**config.mk**
```make
export PLATFORM = sky130hd
export DESIGN_NAME = contiguous_first_fit_allocator
export DESIGN_NICKNAME = d
export VERILOG_FILES = /design/src/hw/rtl/cffa_pkg.sv /design/src/hw/rtl/cffa_ram.sv /design/src/hw/rtl/contiguous_first_fit_allocator.sv
export SDC_FILE = /design/constraint.sdc
export NUM_CORES = 2
export LEC_CHECK = 0
export BUFFER_PORTS_ARGS = -buffer_cell sky130_fd_sc_hd__buf_2
export CAP_MARGIN = 20
export CORE_ASPECT_RATIO = 0.5
export CORE_MARGIN = 3
export CORE_UTILIZATION = 30
export CTS_CLUSTER_SIZE = 25
export DETAILED_ROUTE_END_ITERATION = 10
export GPL_TIMING_DRIVEN = 0
export HOLD_SLACK_MARGIN = 0.12
export PLACE_DENSITY_LB_ADDON = 0.15
export SYNTH_ARGS = -nofsm -noshare
export SYNTH_HDL_FRONTEND = slang
export SYNTH_SLANG_ARGS = --single-unit
```
**constraint.sdc**
```tcl
create_clock -name clk_i -period 18.3 [get_ports clk_i]
set_clock_uncertainty 0.05 [all_clocks]
set_input_delay 1.83 -clock clk_i [delete_from_list [all_inputs] [get_ports clk_i]]
set_output_delay 1.83 -clock clk_i [all_outputs]
set_load 0.01 [all_outputs]
```
**src/hw/rtl/cffa_pkg.sv**
```systemverilog
// ----------------------------------------------------------------------------
// cffa_pkg
// Types and constants shared by the contiguous first-fit allocator.
// ----------------------------------------------------------------------------
package cffa_pkg;

  localparam int DiskBlocks   = 128;
  localparam int TableEntries = 32;
  localparam int KeyBits      = 16;

  localparam int BlkW  = $clog2(DiskBlocks);
  localparam int CntW  = $clog2(DiskBlocks + 1);
  localparam int SlotW = $clog2(TableEntries);
  // table word: key, start, length
  localparam int EntW  = KeyBits + BlkW + CntW;

  localparam logic [2:0] StOk        = 3'd0;
  localparam logic [2:0] StTooBig    = 3'd1;
  localparam logic [2:0] StDup       = 3'd2;
  localparam logic [2:0] StNoRun     = 3'd3;
  localparam logic [2:0] StNotFound  = 3'd4;
  localparam logic [2:0] StFullOrZero = 3'd5;

  typedef struct packed {
    logic        kind;
    logic [15:0] file_key;
    logic [7:0]  block_count;
  } req_t;

  typedef struct packed {
    logic [2:0] status;
    logic [6:0] start_block;
    logic [7:0] free_count;
  } rsp_t;

  typedef enum logic [2:0] {
    S_IDLE,
    S_TSCAN,
    S_BSCAN,
    S_MARK,
    S_DONE
  } state_e;

endpackage

```
**src/hw/rtl/cffa_ram.sv**
```systemverilog
// ----------------------------------------------------------------------------
// cffa_ram
// Single-port synchronous RAM, registered read.
// ----------------------------------------------------------------------------
module cffa_ram #(
  parameter int Width = 8,
  parameter int Depth = 16
) (
  input  logic                     clk_i,
  input  logic                     we_i,
  input  logic [$clog2(Depth)-1:0] addr_i,
  input  logic [Width-1:0]         wdata_i,
  output logic [Width-1:0]         rdata_o
);
  logic [Width-1:0] mem_q [Depth];

  always_ff @(posedge clk_i) begin
    if (we_i) mem_q[addr_i] <= wdata_i;
    rdata_o <= mem_q[addr_i];
  end
endmodule

```
**src/hw/rtl/contiguous_first_fit_allocator.sv**
```systemverilog
// ----------------------------------------------------------------------------
// contiguous_first_fit_allocator
// Contiguous first-fit block allocator with a file table.
// ----------------------------------------------------------------------------
// One request is handled at a time. Every request first walks the file table
// RAM, one slot a cycle, looking for the key and the lowest free slot. An
// insert that passes its checks then walks the block bitmap RAM one block a
// cycle until the first free run of the wanted length is found or the bitmap
// ends, and then writes the run back one block a cycle. A delete clears its
// run in the same way. The result sits in an output register; the next item
// is taken once it has been handed over. Table slot valid bits live in
// flip-flops and reset clears them at once; the bitmap is a RAM that the block
// leaves clean, so a block cleared by reset and a block freed by a delete look
// the same only after a clearing pass: after reset the block sweeps the whole
// bitmap clear before taking items.
module contiguous_first_fit_allocator (
  input  logic            clk_i,
  input  logic            rst_ni,
  input  logic            in_valid_i,
  output logic            in_stall_o,
  input  cffa_pkg::req_t  in_data_i,
  output logic            out_valid_o,
  input  logic            out_stall_i,
  output cffa_pkg::rsp_t  out_data_o
);
  import cffa_pkg::*;

  state_e state_q, state_d;
  req_t   req_q;
  logic [TableEntries-1:0] valid_q;
  logic [CntW-1:0] free_q;
  logic [SlotW:0]  tidx_q;          // extra bit to count past the last slot for the registered read
  logic            hit_q, empty_q;
  logic [SlotW-1:0] hit_slot_q, empty_slot_q;
  logic [BlkW-1:0] hit_start_q;
  logic [CntW-1:0] hit_len_q;
  logic [BlkW:0]   bidx_q;          // address being read
  logic [CntW-1:0] run_q;
  logic            rd_q;            // a bitmap read is in flight
  logic [BlkW:0]   mark_q;          // mark/clear address
  logic [CntW-1:0] left_q;
  logic            mark_val_q;
  logic            clr_q;           // post-reset clear pass
  logic            out_v_q;
  rsp_t            out_q;

  logic [KeyBits-1:0] key;
  req_t req_in;
  logic [EntW-1:0] t_rd, t_wd;
  logic t_we;
  logic [SlotW-1:0] t_addr;
  logic b_rd, b_wd, b_we;
  logic [BlkW-1:0] b_addr;
  logic [CntW-1:0] want;
  logic [KeyBits-1:0] e_key;
  logic [BlkW-1:0] e_start;
  logic [CntW-1:0] e_len;
  logic [SlotW-1:0] prev_slot;
  logic [BlkW-1:0] prev_blk;
  logic fin_ins, fin_del, run_hit, ins_reject;

  assign key  = in_data_i.file_key[KeyBits-1:0];
  assign want = CntW'(req_q.block_count);
  assign {e_key, e_start, e_len} = t_rd;
  assign prev_slot = SlotW'(tidx_q - 1'b1);
  assign prev_blk  = BlkW'(bidx_q - 1'b1);
  assign run_hit   = rd_q && !b_rd && (run_q + 1'b1 == want);
  // insert turned away before any bitmap work
  assign ins_reject = want > free_q || hit_q || want == '0 || !empty_q;

  // only the low key bits are kept
  always_comb begin
    req_in = in_data_i;
    req_in.file_key = 16'(key);
  end

  cffa_ram #(.Width(EntW), .Depth(TableEntries)) u_table (
    .clk_i, .we_i(t_we), .addr_i(t_addr), .wdata_i(t_wd), .rdata_o(t_rd)
  );
  cffa_ram #(.Width(1), .Depth(DiskBlocks)) u_map (
    .clk_i, .we_i(b_we), .addr_i(b_addr), .wdata_i(b_wd), .rdata_o(b_rd)
  );

  assign in_stall_o  = (state_q != S_IDLE) || out_v_q || clr_q;
  assign out_valid_o = out_v_q;
  assign out_data_o  = out_q;

  // next state
  always_comb begin
    state_d = state_q;
    case (state_q)
      S_IDLE:  if (in_valid_i && !in_stall_o) state_d = S_TSCAN;
      S_TSCAN: if (tidx_q == (SlotW+1)'(TableEntries)) state_d = S_BSCAN;
      S_BSCAN: begin
        if (req_q.kind) state_d = hit_q ? S_MARK : S_DONE;
        else if (ins_reject) state_d = S_DONE;
        else if (run_hit) state_d = S_MARK;
        else if (bidx_q == (BlkW+1)'(DiskBlocks) && !rd_q) state_d = S_DONE;
      end
      S_MARK:  if (left_q == '0) state_d = S_DONE;
      S_DONE:  state_d = S_IDLE;
      default: state_d = S_IDLE;
    endcase
  end

  // memory ports
  always_comb begin
    t_addr = tidx_q[SlotW-1:0];
    t_we   = 1'b0;
    t_wd   = {req_q.file_key[KeyBits-1:0], mark_q[BlkW-1:0] - BlkW'(want) , want};
    b_addr = bidx_q[BlkW-1:0];
    b_we   = 1'b0;
    b_wd   = mark_val_q;
    fin_ins = 1'b0;
    fin_del = 1'b0;
    if (clr_q) begin
      b_addr = mark_q[BlkW-1:0];
      b_we   = 1'b1;
      b_wd   = 1'b0;
    end else begin
      case (state_q)
        S_MARK: begin
          if (left_q != '0) begin
            b_addr = mark_q[BlkW-1:0];
            b_we   = 1'b1;
          end else begin
            t_addr = mark_val_q ? empty_slot_q : hit_slot_q;
            t_we   = mark_val_q;
            t_wd   = {req_q.file_key[KeyBits-1:0], hit_start_q, want};
            fin_ins = mark_val_q;
            fin_del = !mark_val_q;
          end
        end
        default: ;
      endcase
    end
  end

  always_ff @(posedge clk_i or negedge rst_ni) begin
    if (!rst_ni) begin
      state_q <= S_IDLE;
      valid_q <= '0;
      free_q  <= CntW'(DiskBlocks);
      out_v_q <= 1'b0;
      clr_q   <= 1'b1;
      mark_q  <= '0;
      rd_q    <= 1'b0;
    end else begin
      state_q <= state_d;
      if (out_v_q && !out_stall_i) out_v_q <= 1'b0;
      if (clr_q) begin
        mark_q <= mark_q + 1'b1;
        if (mark_q == (BlkW+1)'(DiskBlocks - 1)) clr_q <= 1'b0;
      end
      case (state_q)
        S_IDLE: if (in_valid_i && !in_stall_o) begin
          req_q <= req_in;
          tidx_q <= '0;
          hit_q <= 1'b0;
          empty_q <= 1'b0;
        end
        S_TSCAN: begin
          tidx_q <= tidx_q + 1'b1;
          if (tidx_q != '0) begin
            if (valid_q[prev_slot] && e_key == req_q.file_key[KeyBits-1:0] && !hit_q) begin
              hit_q <= 1'b1; hit_slot_q <= prev_slot;
              hit_start_q <= e_start; hit_len_q <= e_len;
            end
            if (!valid_q[prev_slot] && !empty_q) begin
              empty_q <= 1'b1; empty_slot_q <= prev_slot;
            end
          end
          bidx_q <= '0; run_q <= '0; rd_q <= 1'b0;
        end
        S_BSCAN: begin
          // settle deletes first, and decide insert rejects before scanning
          if (req_q.kind) begin
            out_q.free_count <= 8'(free_q);
            if (!hit_q) begin
              out_q.status <= StNotFound;
              out_q.start_block <= '0;
            end else begin
              out_q.status <= StOk;
              out_q.start_block <= 7'(hit_start_q);
              mark_q <= (BlkW+1)'(hit_start_q);
              left_q <= hit_len_q;
              mark_val_q <= 1'b0;
            end
          end else if (ins_reject) begin
            out_q.status <= (want > free_q) ? StTooBig : hit_q ? StDup : StFullOrZero;
            out_q.start_block <= '0;
            out_q.free_count  <= 8'(free_q);
          end else if (run_hit) begin
            hit_start_q <= BlkW'(prev_blk - BlkW'(want - 1'b1));
            mark_q <= (BlkW+1)'(prev_blk - BlkW'(want - 1'b1));
            left_q <= want;
            mark_val_q <= 1'b1;
            out_q.status <= StOk;
            out_q.start_block <= 7'(prev_blk - BlkW'(want - 1'b1));
            out_q.free_count  <= 8'(free_q - want);
          end else if (bidx_q == (BlkW+1)'(DiskBlocks) && !rd_q) begin
            out_q.status <= StNoRun;
            out_q.start_block <= '0;
            out_q.free_count  <= 8'(free_q);
          end else begin
            if (rd_q) run_q <= b_rd ? '0 : run_q + 1'b1;
            rd_q <= (bidx_q != (BlkW+1)'(DiskBlocks));
            if (bidx_q != (BlkW+1)'(DiskBlocks)) bidx_q <= bidx_q + 1'b1;
          end
        end
        S_MARK: begin
          if (left_q != '0) begin
            mark_q <= mark_q + 1'b1;
            left_q <= left_q - 1'b1;
          end else if (mark_val_q) begin
            valid_q[empty_slot_q] <= 1'b1;
            free_q <= free_q - want;
          end else begin
            valid_q[hit_slot_q] <= 1'b0;
            free_q <= free_q + hit_len_q;
            out_q.free_count <= 8'(free_q + hit_len_q);
          end
        end
        S_DONE: out_v_q <= 1'b1;
        default: ;
      endcase
    end
  end

  // result only appears after work is done
  a_no_out_busy: assert property (@(posedge clk_i) disable iff (!rst_ni)
    out_v_q |-> state_q == S_IDLE || state_q == S_TSCAN)
    else $error("result while busy");
  a_free_range: assert property (@(posedge clk_i) disable iff (!rst_ni)
    free_q <= CntW'(DiskBlocks)) else $error("free count overflow");
  a_ins_fin: assert property (@(posedge clk_i) disable iff (!rst_ni)
    fin_ins |-> !valid_q[empty_slot_q]) else $error("slot reused");
  a_del_fin: assert property (@(posedge clk_i) disable iff (!rst_ni)
    fin_del |-> valid_q[hit_slot_q]) else $error("freeing empty slot");
endmodule
```
Word level (Yosys, flattened, before mapping)
Memory sizes are Yosys's and may differ from the RTL's. A register that Yosys moved wholly into a read port is not among the register bits.
Index checks and enable logic that the tools add are counted.
Widths: inputs -> output; s select.
{"block": "totals", "n_memories": 2, "latch_bits": 0, "regBits": 155, "out_inout_bits": 20, "word_cells": 233, "mem_bits_rw": 1120, "romBits": 0, "inputBits": 29}
{"memory": "u_table.mem_q", "depth": 32, "word_bits": 31, "read_ports": 1, "rd_clocked_by_memory_dff": 1, "wr": 1, "line_no": "cffa_ram.sv:15", "source": "logic [Width-1:0] mem_q [Depth];"}
{"memory": "u_map.mem_q", "depth": 128, "word_bits": 1, "read_ports": 1, "rd_clocked_by_memory_dff": 1, "wr": 1, "line_no": "cffa_ram.sv:15"}
{"block": "classes", "n_mul": 0, "bitwise_logic": 4, "mux": 102, "n_div": 0, "n_lt_le_gt_ge": 6, "add_sub_neg": 13, "n_shift": 0, "n_eq_ne": 32, "reduce_logical": 50}
{"cell": "$mux 8", "n": 25}
{"cell": "$pmux 8 s2", "n": 5}
{"cell": "$mux 18", "n": 4}
{"cell": "$mux 7", "n": 8}
{"cell": "$mux 15", "n": 3}
{"cell": "$ne 2x2->1 const B", "n": 17}
{"cell": "$and 32x32->32", "n": 1}
{"cell": "$mux 32", "n": 1}
{"cell": "$not 32->32", "n": 1}
{"cell": "$or 32x32->32", "n": 1}
{"cell": "$mux 1", "n": 31}
{"cell": "$mux 3", "n": 10}
{"cell": "$reduce_and 5->1", "n": 5}
{"cell": "$add 8x1->8 const B", "n": 3}
{"cell": "$reduce_and 7->1", "n": 3}
{"cell": "$mux 5", "n": 4}
{"cell": "$lt 5x6->1 const B", "n": 3}
{"cell": "$eq 16x16->1", "n": 1}
{"cell": "$logic_not 8->1", "n": 2}
{"cell": "$pmux 7 s2", "n": 1}
{"cell": "$sub 7x1->7 const B", "n": 2}
{"cell": "$sub 7x7->7", "n": 2}
{"cell": "$pmux 3 s4", "n": 1}
{"cell": "$pmux 6 s2", "n": 1}
{"cell": "38 further kinds", "n": 72}

Depth between registers and ports, before layout
{"block": "logic_depth", "ltp_word": 8, "ltp_mapped": 13, "depth_no_buf": 12}

Cells and area by module
A second synthesis with hierarchy kept.
{"block": "unflattened", "cells_unflattened": 3430, "area_unflattened_um2": 53674.0}
{"module": "cffa_ram (u_table)", "seq_area_each_um2": 30409.2, "instances": 1, "area_per_inst_um2": 38396.8, "cells_per_inst": 2039}
{"module": "contiguous_first_fit_allocator", "seq_area_each_um2": 4386.7, "instances": 1, "area_per_inst_um2": 9414.0, "cells_per_inst": 927}
{"module": "cffa_ram (u_map)", "seq_area_each_um2": 3863.7, "instances": 1, "area_per_inst_um2": 5863.1, "cells_per_inst": 464}

Worst setup path before layout
OpenSTA, ideal clock, no wires.
{"block": "synth_timing", "path_kind": "register to register", "startpoint": "register mark_val_q", "endpoint": "memory u_table.mem_q[0][0] (netlist bit) (enable)", "arrival_ps": 6383, "setup_ps": 419, "synth_period_minus_slack_ps": 6852, "slack_ps": 11448, "required_ps": 17831, "stages_incl_launch_ff": 7, "n_path_buf": 2, "cell_sequence": "edfxtp_1 clkbuf_1 clkbuf_1 inv_1 nor2_1 nand4_1 nor2_1"}
{"block": "synth_between", "elab_chain_len": 5, "elab_cells_between_ends": 9, "cone_classes": "mux: 9"}
{"element": "start, declared", "line_no": "contiguous_first_fit_allocator.sv:42", "source": "logic mark_val_q;"}
{"element": "start signal, assigned", "line_no": "contiguous_first_fit_allocator.sv:187", "source": "mark_val_q <= 1'b0;"}
{"element": "start signal, assigned", "line_no": "contiguous_first_fit_allocator.sv:197", "source": "mark_val_q <= 1'b1;"}
{"element": "$mux 1", "line_no": "contiguous_first_fit_allocator.sv:123", "source": "if (left_q != '0) begin"}
{"element": "$mux 1", "line_no": "contiguous_first_fit_allocator.sv:121", "source": "case (state_q)"}
{"element": "$mux 1", "line_no": "contiguous_first_fit_allocator.sv:116", "source": "if (clr_q) begin"}
{"element": "$mux 1", "line_no": "cffa_ram.sv:18", "source": "if (we_i) mem_q[addr_i] <= wdata_i;"}
{"element": "$mux 1 (implied by the code)", "line_no": "cffa_ram.sv:18"}
{"element": "end, declared", "line_no": "cffa_ram.sv:15"}
Parallel ways exist; a longest one is shown, timed or not.

Final worst setup path
{"block": "layout_timing", "startpoint": "register left_q[0]", "endpoint": "memory u_table.mem_q[19][27] (netlist bit) (enable)"}
{"block": "layout_between", "elab_chain_len": 6, "elab_cells_between_ends": 9, "cone_classes": "mux: 8; reduce/logical: 1"}
{"element": "start, declared", "line_no": "contiguous_first_fit_allocator.sv:41", "source": "logic [CntW-1:0] left_q;"}
{"element": "start signal, assigned", "line_no": "contiguous_first_fit_allocator.sv:186", "source": "left_q <= hit_len_q;"}
{"element": "start signal, assigned", "line_no": "contiguous_first_fit_allocator.sv:196", "source": "left_q <= want;"}
{"element": "start signal, assigned", "line_no": "contiguous_first_fit_allocator.sv:214", "source": "left_q <= left_q - 1'b1;"}
{"element": "$reduce_bool 8->1 (*)", "line_no": "contiguous_first_fit_allocator.sv:123"}
{"element": "$mux 1", "line_no": "contiguous_first_fit_allocator.sv:123"}
{"element": "$mux 1", "line_no": "contiguous_first_fit_allocator.sv:121"}
{"element": "$mux 1", "line_no": "contiguous_first_fit_allocator.sv:116"}
{"element": "$mux 1", "line_no": "cffa_ram.sv:18"}
{"element": "$mux 1 (implied by the code)", "line_no": "cffa_ram.sv:18"}
Mark *: on every way between the ends. The rest lies on a longest branch, timed or not.

==> impl_metrics.ini <==
[min_path]
hp-class = register to register

[worst_setup_path]
cp_max_fo = 16
worstPathRequired_ps = 18700
timing.reg2reg.setup_slack_ps = 11800
crit_path_cell_trace = inv_1 -> ha_1 -> or3b_2 -> nor4_4 -> nor2_1 -> a21oi_2 -> buf_2 -> buf_2 -> nand4_1 -> nor2_4 -> buf_12
crit_arrival_ps = 6890
critPathMostFrequentCell = buf_2
max_stage_delay_ps = 1120
startpoint_type = register
cp_slowest_cell = nor2_4
worstSetupEndpointType = register
worstSetupPathType = register to register

[global_route]
antenna_found_initial = 9
busiest_layer = met2
grt_max_degree = 63
grtUsageMet2 = 0.311
grt-ovfl-total = 0
use_met1 = 0.277
grt_usage = 0.195
grt_pass1_wl_um = 248000
grtUsageMet3 = 0.0333
grt_pass1_vias = 30605

[timing]
hold_viol_final = 0
timing.fmax_mhz = 154
relSlewSlack = 0.288
setup_viol = 0
post-route-period-util = 0.355
rsz0062_at_grt = false
tightest_slew_ps = 1060
min_period_ps = 6500
maxSlewViolCount = 0
whs_ps = 359
fin_setup_tns_ps = 0

[place]
gp_congestion = 0.861
io_buffers = 48
hpwl_um = 119000

[floorplan]
dieArea_um2 = 182000
ios = 49
core_um2 = 174000
start_util = 0.304
fp-row-count = 108
die_x_um = 600
fp.dieH_um = 303

[route]
ant_nets = 0
via_count = 30582
drt-total-wl_um = 179000
drtIter0Drc = 3461
vias_per_cell = 5.32
drc = 0
wl_per_cell_um = 31.1
firstDrtPassIters = 6

[power]
p_per_area_nw_per_um2 = 139
leakage_uw = 0.0199
ir_drop_uv = 108

[outcome]
status = complete, no violations

[logic_synthesis]
synth-simple-area-share = 0.0537
yosys.area.top_type = edfxtp_1
synth_xor_area_frac = 0.0156
syn-num-nets = 3069
synth-compound-area-share = 0.0564
synth-seq-cells = 1307
avgSynthCellArea_um2 = 17.7
synth_fa_ha_area_frac = 0.0107
synth_top_area_frac = 0.692
ys_types = 73
ys_top_cells_by_area = edfxtp_1, mux4_2, dfrtp_1
yosys_most_used_dff = edfxtp_1
synth_cells = 2997
synth_most_common_cell = edfxtp_1
yosys-mux-area-fraction = 0.118
netlist_top_cells_count = edfxtp_1, mux4_2, nor2_1, a22oi_1, nand2_1
yosysWarnings = 0
synth_seq_area_share = 0.729
synth-edff-count = 1221
synth_top_family_by_area = multiplexers
synthArstFlopShare = 0.0413
syn_area_um2 = 53000

[clock_tree]
cts-root-buf = clkbuf_16
cts.sinks = 1307
cts-hold-fix-buffers = 0
cts_max_level = 4
clockBufferDepth = 3
cts_tree = done
cts_made_buffers = 131
clk_pin_slew_worst_paths_ps = 60
clock_latency_ps = 790
postCtsSetupBuffers = 0
cts_resized = 0

[cells_and_area]
nets = 3344
syn_to_final_growth_pct = 18.3
multiInputGateArea_um2 = 13800
nFillCells = 16390
register_area_um2 = 38700
finish.utilization = 0.360
drive_gt1_frac = 0.216

[run]
cap_viol_max_count = 0
-- per-layer routing --
layer | vias up | routed length (um)
met5 | - | 21
met4 | 4 | 3940
met3 | 224 | 10800
met2 | 1113 | 82700
met1 | 16602 | 81300
li1 | 12639 | -
-- cells by family (layout without fill, tap and decap cells) --
| family | after synthesis | in the layout |
|---|---|---|
| buffers and inverters | 205 | 588 |
| AOI/OAI and AO/OA | 442 | 442 |
| and+or+nand+nor | 611 | 611 |
| adders and majority gates | 43 | 43 |
| other | 0 | 2 |
| xor gates and xnor gates | 88 | 88 |
| DFF | 1307 | 1307 |
| muxes | 301 | 301 |
-- worst max-delay path, delay by kind of cell (launching register included) --
kind / cells / cell delay, ps
flip-flops: 1 / 430
adder cells (fa/ha/maj): 1 / 160
buffers and inverters: 4 / 1400
AO/OA/AOI/OAI: 1 / 780
AND/OR/NAND/NOR: 5 / 3310
-- metrics by stage --
stage | std cells | worst slack (ps) | power (uW) | area, um2
floorplan | 2997 | 11450 | 5000 | 53000
global placement | 5410 | 4580 | 5940 | 56200
detailed placement | 5497 | 11890 | 6070 | 58300
CTS | 5738 | 11880 | 8760 | 62500
global route | 5745 | 11590 | 9040 | 62700
finish | 5747 | 11800 | 8700 | 62700
-- worst paths after layout --
kind / depth (start not counted) / from / to
max in group asynchronous: 1 / rst_ni / free_q[1]
max: 11 / left_q[0] / u_table.mem_q[19][27]
min: 0 / u_table.rdata_o[0] / hit_len_q[0]
min reg2reg: 0 / u_table.rdata_o[0] / hit_len_q[0]
max reg2reg: 11 / left_q[0] / u_table.mem_q[19][27]
min in group asynchronous: 1 / rst_ni / valid_q[2]
-- cell type report --
cell class / instances / share of cell area
sequential: 1307 / 0.616
timing repair buffer: 142 / 0.0354
buffer: 161 / 0.0114
clock buffer: 173 / 0.0568
antenna: 2 / 0.0000798
inverter: 44 / 0.00263
tap: 2365 / 0.0472
multi-input combinational: 1485 / 0.220
clock inverter: 68 / 0.0105
-- flip-flops by register name, summed over array words and instances, names as in the netlist, 3 cells and up --
name,count
bidx_q,8
free_q,8
u_map.mem_q,128
req_q,17
mark_q,8
tidx_q,6
out_data_o,18
empty_slot_q,5
valid_q,32
run_q,8
hit_start_q,7
state_q,3
u_table.rdata_o,31
u_table.mem_q,992
hit_len_q,8
want,8
left_q,8
hit_slot_q,5
-- power breakdown --
part	switching (uW)	internal (uW)
logic	1530	796
clock network	1210	1480
registers	99.8	3580
total	2840	5860
-- placed cells by master (no fill, tap or decap), drive strengths merged, types with 28 or more instances in the layout --
master / count
buf: 201
ha: 39
xnor2: 47
clkinv: 54
dfrtp: 52
edfxtp: 1221
nor2: 250
clkbuf: 274
mux4: 258
a21oi: 65
a22oi: 143
nor3: 34
nand2: 143
a31oi: 28
dfxtp: 32
o21ai: 104
nand4: 42
mux2i: 36
inv: 50
xor2: 37
No activity file was read; power rests on OpenSTA's default activity.
